### config.mk
export PLATFORM = sky130hd
export DESIGN_NAME = selectable_fir_position_smoother
export DESIGN_NICKNAME = d
export VERILOG_FILES = /design/src/sv/sfps_pkg.sv /design/src/sv/sfps_cell.sv /design/src/sv/sfps_tree.sv /design/src/sv/selectable_fir_position_smoother.sv
export VERILOG_INCLUDE_DIRS = /design/src /design/src/sv
export SDC_FILE = /design/constraint.sdc
export NUM_CORES = 2
export LEC_CHECK = 0
export ABC_AREA = 1
export ABC_CLOCK_PERIOD_IN_PS = 14600
export BUFFER_PORTS_ARGS = -buffer_cell sky130_fd_sc_hd__buf_2
export CAP_MARGIN = 15
export CORE_MARGIN = 2
export CORE_UTILIZATION = 50
export CTS_CLUSTER_DIAMETER = 50
export DETAILED_ROUTE_END_ITERATION = 10
export PLACE_DENSITY_LB_ADDON = 0.12
export SYNTH_ARGS = -nofsm -noshare
export SYNTH_HDL_FRONTEND = slang
export SYNTH_HIERARCHICAL = 1
export SYNTH_SLANG_ARGS = --single-unit
### constraint.sdc
create_clock -name i_clk -period 14.6 [get_ports i_clk]
set_clock_uncertainty 0.1 [all_clocks]
set_input_delay 2.92 -clock i_clk [delete_from_list [all_inputs] [get_ports i_clk]]
set_output_delay 2.92 -clock i_clk [all_outputs]
set_load 0.02 [all_outputs]
### src/sv/selectable_fir_position_smoother_defines.svh
// Assertion macros shared by the position smoother RTL
`ifndef SELECTABLE_FIR_POSITION_SMOOTHER_DEFINES_SVH
`define SELECTABLE_FIR_POSITION_SMOOTHER_DEFINES_SVH

// same-cycle implication, checked outside reset
`define SFPS_ASSERT_IMPLY(label, ante, cons) \
    label: assert property (@(posedge i_clk) disable iff (!i_rst_n) (ante) |-> (cons)) \
        else $error("sfps: implication check failed");

// next-cycle implication, checked outside reset
`define SFPS_ASSERT_NEXT(label, ante, cons) \
    label: assert property (@(posedge i_clk) disable iff (!i_rst_n) (ante) |=> (cons)) \
        else $error("sfps: next-cycle check failed");

`endif

### src/sv/sfps_pkg.sv
// Shared types, widths and coefficient table of the position smoother
package sfps_pkg;

    localparam int TAPS     = 8;
    localparam int NUM_SETS = 5;
    localparam int SAMPLE_W = 16;
    localparam int COEF_W   = 9;
    localparam int PROD_W   = 26;
    localparam int LEVEL_W  = 3;
    localparam int TAP_W    = $clog2(TAPS);
    localparam int SET_W    = $clog2(NUM_SETS);
    localparam int POS_W    = 17;
    localparam int FRAC_W   = 8;

    typedef logic signed [SAMPLE_W-1:0] t_sample;
    typedef logic signed [PROD_W-1:0]   t_prod;
    typedef logic [COEF_W-1:0]          t_coef;

    // per-cell strobes: advance the sample line, register the product
    typedef struct packed {
        logic shift;
        logic load;
    } t_cell_ctl;

    localparam t_coef COEF [NUM_SETS][TAPS] = '{
        '{9'd256, 9'd0,  9'd0,  9'd0,  9'd0,  9'd0,  9'd0,  9'd0},
        '{9'd135, 9'd69, 9'd35, 9'd17, 9'd0,  9'd0,  9'd0,  9'd0},
        '{9'd90,  9'd89, 9'd44, 9'd22, 9'd11, 9'd0,  9'd0,  9'd0},
        '{9'd69,  9'd57, 9'd46, 9'd36, 9'd28, 9'd20, 9'd0,  9'd0},
        '{9'd32,  9'd32, 9'd32, 9'd32, 9'd32, 9'd32, 9'd32, 9'd32}
    };

    // levels above the last set select the last set
    function automatic t_coef tap_coef(input logic [LEVEL_W-1:0] level,
                                       input logic [TAP_W-1:0] tap);
        logic [SET_W-1:0] set;
        if (level > LEVEL_W'(NUM_SETS - 1)) begin
            set = SET_W'(NUM_SETS - 1);
        end else begin
            set = level[SET_W-1:0];
        end
        return COEF[set][tap];
    endfunction

endpackage

### src/sv/sfps_cell.sv
// One tap cell: holds a sample, passes it on, forms its weighted product
module sfps_cell (
    input  logic               i_clk,
    input  logic               i_rst_n,
    input  sfps_pkg::t_cell_ctl i_ctl,
    input  sfps_pkg::t_sample  i_sample,
    input  sfps_pkg::t_coef    i_coef,
    output sfps_pkg::t_sample  o_sample,
    output sfps_pkg::t_prod    o_product
);

    sfps_pkg::t_sample r_sample;
    sfps_pkg::t_prod   r_product;
    sfps_pkg::t_prod   n_product;

    assign n_product = sfps_pkg::PROD_W'(r_sample * $signed({1'b0, i_coef}));

    always_ff @(posedge i_clk) begin
        if (!i_rst_n) begin
            r_sample <= '0;
        end else if (i_ctl.shift) begin
            r_sample <= i_sample;
        end
    end

    always_ff @(posedge i_clk) begin
        if (i_ctl.load) begin
            r_product <= n_product;
        end
    end

    assign o_sample  = r_sample;
    assign o_product = r_product;

endmodule

### src/sv/sfps_tree.sv
// Registered sum of the tap products
module sfps_tree (
    input  logic              i_clk,
    input  logic              i_load,
    input  sfps_pkg::t_prod   i_products [sfps_pkg::TAPS],
    output sfps_pkg::t_prod   o_acc
);

    sfps_pkg::t_prod r_acc;
    sfps_pkg::t_prod n_acc;

    always_comb begin
        n_acc = '0;
        for (int k = 0; k < sfps_pkg::TAPS; k++) begin
            n_acc = n_acc + i_products[k];
        end
    end

    always_ff @(posedge i_clk) begin
        if (i_load) begin
            r_acc <= n_acc;
        end
    end

    assign o_acc = r_acc;

endmodule

### src/sv/selectable_fir_position_smoother.sv
// Top level of the selectable FIR position smoother
//
// Input channel: i_sample / i_pressed under i_valid / o_ready. Every transfer
// pushes the sample into an eight-cell shift line (newest in cell 0), whether
// or not a press is flagged.
// Output channel: o_position / o_valid_res under o_valid / i_ready, one result
// per input. o_position is a signed numerator over 65535; with no press it is
// 0 and o_valid_res is 0.
// Configuration: i_cfg_we writes i_cfg_wdata into the smoothing level; write
// only while no item is in flight. Levels 5..7 act as 4.
// Path from input transfer to o_valid: sample register, product register, sum
// register, output register. Throughput: one item per cycle while i_ready
// stays high, set by the registered tap cells and the registered adder tree.
// Reset (synchronous, i_rst_n low): the sample line clears to zero, the level
// to 0 and all stage valids drop.
// Stall: when i_ready is low the result holds; the stages behind it keep
// filling, and o_ready falls only once every stage is occupied.
`include "selectable_fir_position_smoother_defines.svh"

module selectable_fir_position_smoother (
    input  logic                           i_clk,
    input  logic                           i_rst_n,
    input  logic                           i_cfg_we,
    input  logic [sfps_pkg::LEVEL_W-1:0]   i_cfg_wdata,
    input  logic                           i_valid,
    output logic                           o_ready,
    input  logic signed [sfps_pkg::SAMPLE_W-1:0] i_sample,
    input  logic                           i_pressed,
    output logic                           o_valid,
    input  logic                           i_ready,
    output logic signed [sfps_pkg::POS_W-1:0] o_position,
    output logic                           o_valid_res
);

    logic [sfps_pkg::LEVEL_W-1:0] r_level;
    logic r_v0, r_v1, r_v2, r_ov;
    logic r_p0, r_p1, r_p2;
    logic signed [sfps_pkg::POS_W-1:0] r_position;
    logic r_valid_res;

    logic en0, en1, en2, en3, w_accept;
    sfps_pkg::t_cell_ctl w_ctl;
    sfps_pkg::t_sample   w_samples [sfps_pkg::TAPS];
    sfps_pkg::t_prod     w_products [sfps_pkg::TAPS];
    sfps_pkg::t_prod     w_acc;
    sfps_pkg::t_prod     w_shr;
    logic                w_fix;
    logic [sfps_pkg::SAMPLE_W-1:0] w_quot;
    logic signed [sfps_pkg::POS_W-1:0] n_position;

    // stage advances when it is empty or the next one advances
    assign en3      = !r_ov || i_ready;
    assign en2      = !r_v2 || en3;
    assign en1      = !r_v1 || en2;
    assign en0      = !r_v0 || en1;
    assign o_ready  = en0;
    assign w_accept = i_valid && en0;

    assign w_ctl.shift = w_accept;
    assign w_ctl.load  = en1 && r_v0;

    always_ff @(posedge i_clk) begin
        if (!i_rst_n) begin
            r_level <= '0;
        end else if (i_cfg_we) begin
            r_level <= i_cfg_wdata;
        end
    end

    genvar k;
    generate
        for (k = 0; k < sfps_pkg::TAPS; k++) begin : g_cell
            if (k == 0) begin : g_head
                sfps_cell u_cell (
                    .i_clk     (i_clk),
                    .i_rst_n   (i_rst_n),
                    .i_ctl     (w_ctl),
                    .i_sample  (i_sample),
                    .i_coef    (sfps_pkg::tap_coef(r_level, sfps_pkg::TAP_W'(k))),
                    .o_sample  (w_samples[k]),
                    .o_product (w_products[k])
                );
            end else begin : g_body
                sfps_cell u_cell (
                    .i_clk     (i_clk),
                    .i_rst_n   (i_rst_n),
                    .i_ctl     (w_ctl),
                    .i_sample  (w_samples[k-1]),
                    .i_coef    (sfps_pkg::tap_coef(r_level, sfps_pkg::TAP_W'(k))),
                    .o_sample  (w_samples[k]),
                    .o_product (w_products[k])
                );
            end
        end
    endgenerate

    sfps_tree u_tree (
        .i_clk      (i_clk),
        .i_load     (en2 && r_v1),
        .i_products (w_products),
        .o_acc      (w_acc)
    );

    // divide by 256 toward zero: bump the floor up for inexact negatives
    assign w_shr  = w_acc >>> sfps_pkg::FRAC_W;
    assign w_fix  = w_acc[sfps_pkg::PROD_W-1] && (w_acc[sfps_pkg::FRAC_W-1:0] != '0);
    assign w_quot = w_shr[sfps_pkg::SAMPLE_W-1:0] + sfps_pkg::SAMPLE_W'(w_fix);
    // 2q+1 spans -65535..65535, so no clamp is reachable
    assign n_position = r_p2 ? $signed({w_quot, 1'b1}) : '0;

    always_ff @(posedge i_clk) begin
        if (!i_rst_n) begin
            r_v0 <= 1'b0;
            r_v1 <= 1'b0;
            r_v2 <= 1'b0;
            r_ov <= 1'b0;
        end else begin
            if (en0) begin
                r_v0 <= i_valid;
            end
            if (en1) begin
                r_v1 <= r_v0;
            end
            if (en2) begin
                r_v2 <= r_v1;
            end
            if (en3) begin
                r_ov <= r_v2;
            end
        end
    end

    always_ff @(posedge i_clk) begin
        if (w_accept) begin
            r_p0 <= i_pressed;
        end
        if (en1 && r_v0) begin
            r_p1 <= r_p0;
        end
        if (en2 && r_v1) begin
            r_p2 <= r_p1;
        end
        if (en3 && r_v2) begin
            r_position  <= n_position;
            r_valid_res <= r_p2;
        end
    end

    assign o_valid     = r_ov;
    assign o_position  = r_position;
    assign o_valid_res = r_valid_res;

    `SFPS_ASSERT_IMPLY(a_nopress_zero, o_valid && !o_valid_res, o_position == '0)
    `SFPS_ASSERT_IMPLY(a_press_odd, o_valid && o_valid_res, o_position[0] == 1'b1)
    `SFPS_ASSERT_NEXT(a_head_loaded, i_valid && o_ready, w_samples[0] == $past(i_sample))
    `SFPS_ASSERT_NEXT(a_stage_hold, r_v0 && !en1, r_v0 && $stable(w_samples[0]))

endmodule

==> results.toml <==
[synth]
netlist_instances = 8898
yosysWarningCount = 6
synth_area_sq_um = 67500
syn_area_per_cell_sq_um = 7.59

[finish]
instances_no_fill = 10600
layout.nets = 10400
antenna_cells = 0
syn_to_final_growth_pct = 6.22
multi_input_area_sq_um = 46400
drive_gt1_share_pct = 5.28
fillers = 13000
area.sequential_sq_um = 10300

[clock_tree]
clk_pin_slew_ps = 60
cts.repair.resized = 0
clk_latency_ps = 660
cts_buffers = 69
clockRootBuffer = "clkbuf_16"
cts_tree = "done"
cts_max_path_buffers = 3
post_cts_buffers = 0
clock-sinks = 388
cts-hold-fix-buffers = 0
htreeDepth = 3

[floorplan]
fp.dieH_microns = 371
initial_core_util_pct = 50.4
fp-row-count = 134
dieArea_sq_um = 138000
core_area_sq_um = 134000
io_pins = 45
die-width_microns = 371

[placement]
dpl.cell_count = 10500
dpl.hpwl_mm = 146
gp_congestion = 0.918
pre_cts_slack_ps = 7460
port_buffers = 44

[sta]
slew-limit-headroom_pct = 34.8
holdWs_ps = 315
worst_pin_slew_ps = 977
fmax_mhz = 140
fin_crit_ps = 7160
tns_ps = 0
slew_viol_final = 0
setup-violations-final = 0
rsz0062_at_grt = "false"
fin_crit_sh_pct = 49.1
hold_violations = 0
setup_slack_ps = 7440

[routing]
drt-initial-drc-count = 2950
antenna_left = 0
viasPerCell = 4.93
wl_per_cell_microns = 16.6
drc = 0
drt-total-wl_mm = 176
first_pass_iters = 6
vias = 52400

[grt]
antenna_found_initial = 4
first_global_vias = 54000
grt_pass1_wl_mm = 289
grtUsageTotal_pct = 26.6
grt_max_degree = 103
grt.overflow.total = 0

[power]
p_per_area_nw_per_um2 = 143
power_leakage_nw = 43.7
ir_drop_mv = 0.249

[worst_setup_path]
end_kind = "flop"
worstSetupPathType = "flop to flop"
crit_path_frequent_cell = "inv_1"
r2r-start = "r_level[2]$_SDFFE_PN0P_"
slowest_stage = "dfxtp_4"
critical_path.top_delay_family = "adder cells"
critPathArrivalTime_ps = 7510
critPathLaunchType = "flop"
cp_max_fo = 42
critPathMaxStageDelay_ps = 820
cp_num_buf_inv = 9
required_ps = 14940
critPathLaunch = "r_level[2]$_SDFFE_PN0P_"

[min_path]
worstHoldPathType = "flop to flop"
hold_start = "r_p0$_DFFE_PP_"

[run]
drv_cap = 0

[outcome]
status = "finished clean"
[final timing paths]
kind / to / slack [ps] / cells after the start
worst min-delay path: r_p1$_DFFE_PP_ / 310 / 0
worst max register to register: g_cell[4].g_body.u_cell/o_product[14]$_DFFE_PP_ / 7440 / 26
worst max-delay path: g_cell[4].g_body.u_cell/o_product[14]$_DFFE_PP_ / 7440 / 26
worst min register to register: r_p1$_DFFE_PP_ / 310 / 0
[through the flow]
| step | total power, W | utilization, % | instance area (sq um) |
|---|---|---|---|
| final | 0.0102 | 53.6 | 71700 |
| after global routing | 0.0112 | 53.6 | 71700 |
| after CTS | 0.0102 | 53.6 | 71700 |
| after detailed placement | 0.00844 | 51.8 | 69300 |
| after global placement | 0.00839 | 51.8 | 69200 |
| after floorplan | 0.00648 | - | 67600 |
[layer usage]
metal  global-route usage (%)  up-vias  part of all wire, %
li1                         -    25300                    -
met1                     35.7    25600                   44
met2                     46.0     1182                   49
met3                     3.02      239                  4.7
met4                     6.77        2                  2.6
met5                        0        -               0.0074
[registers in the layout (all words and copies together), names as in the netlist, 3 cells and up]
signal and flops:
o_position 17, g_cell.g_body.u_cell/o_sample 112, g_cell.g_head.u_cell/o_sample 16, g_cell.g_head.u_cell/o_product 26, r_level 3, g_cell.g_body.u_cell/o_product 182
u_tree/o_acc 25
[placed cells by master (no fill, tap or decap), types with 36 or more instances in the layout]
cell type,count
inv_1,2578
nand2_1,2420
fa_1,1123
nor2_1,499
ha_1,489
edfxtp_1,253
nand3_1,206
a21oi_1,179
o21ai_0,159
dfxtp_1,134
nand2_2,100
xor2_1,94
nand4_1,91
clkbuf_16,74
nor2_2,49
buf_2,43
buf_4,41
xnor2_1,38
inv_2,37
conb_1,36
[power breakdown]
group	internal, W	switching [W]	leakage (nW)	total (W)
registers	0.00158	0.000177	3.51	0.00176
clock network	0.00110	0.000626	1.19	0.00172
logic	0.00233	0.00442	39.0	0.00675
total	0.00501	0.00523	43.7	0.0102
[area by class of cell]
class | count | share of cell area (%)
clock buffers | 81 | 2.62
clock inverters | 44 | 0.780
inverters | 2617 | 13.7
multi-input cells | 5628 | 64.7
flip-flops and latches | 388 | 14.4
well taps | 1768 | 3.09
repair buffers | 84 | 0.730
Note: power is estimated with default switching activity, not from simulation.
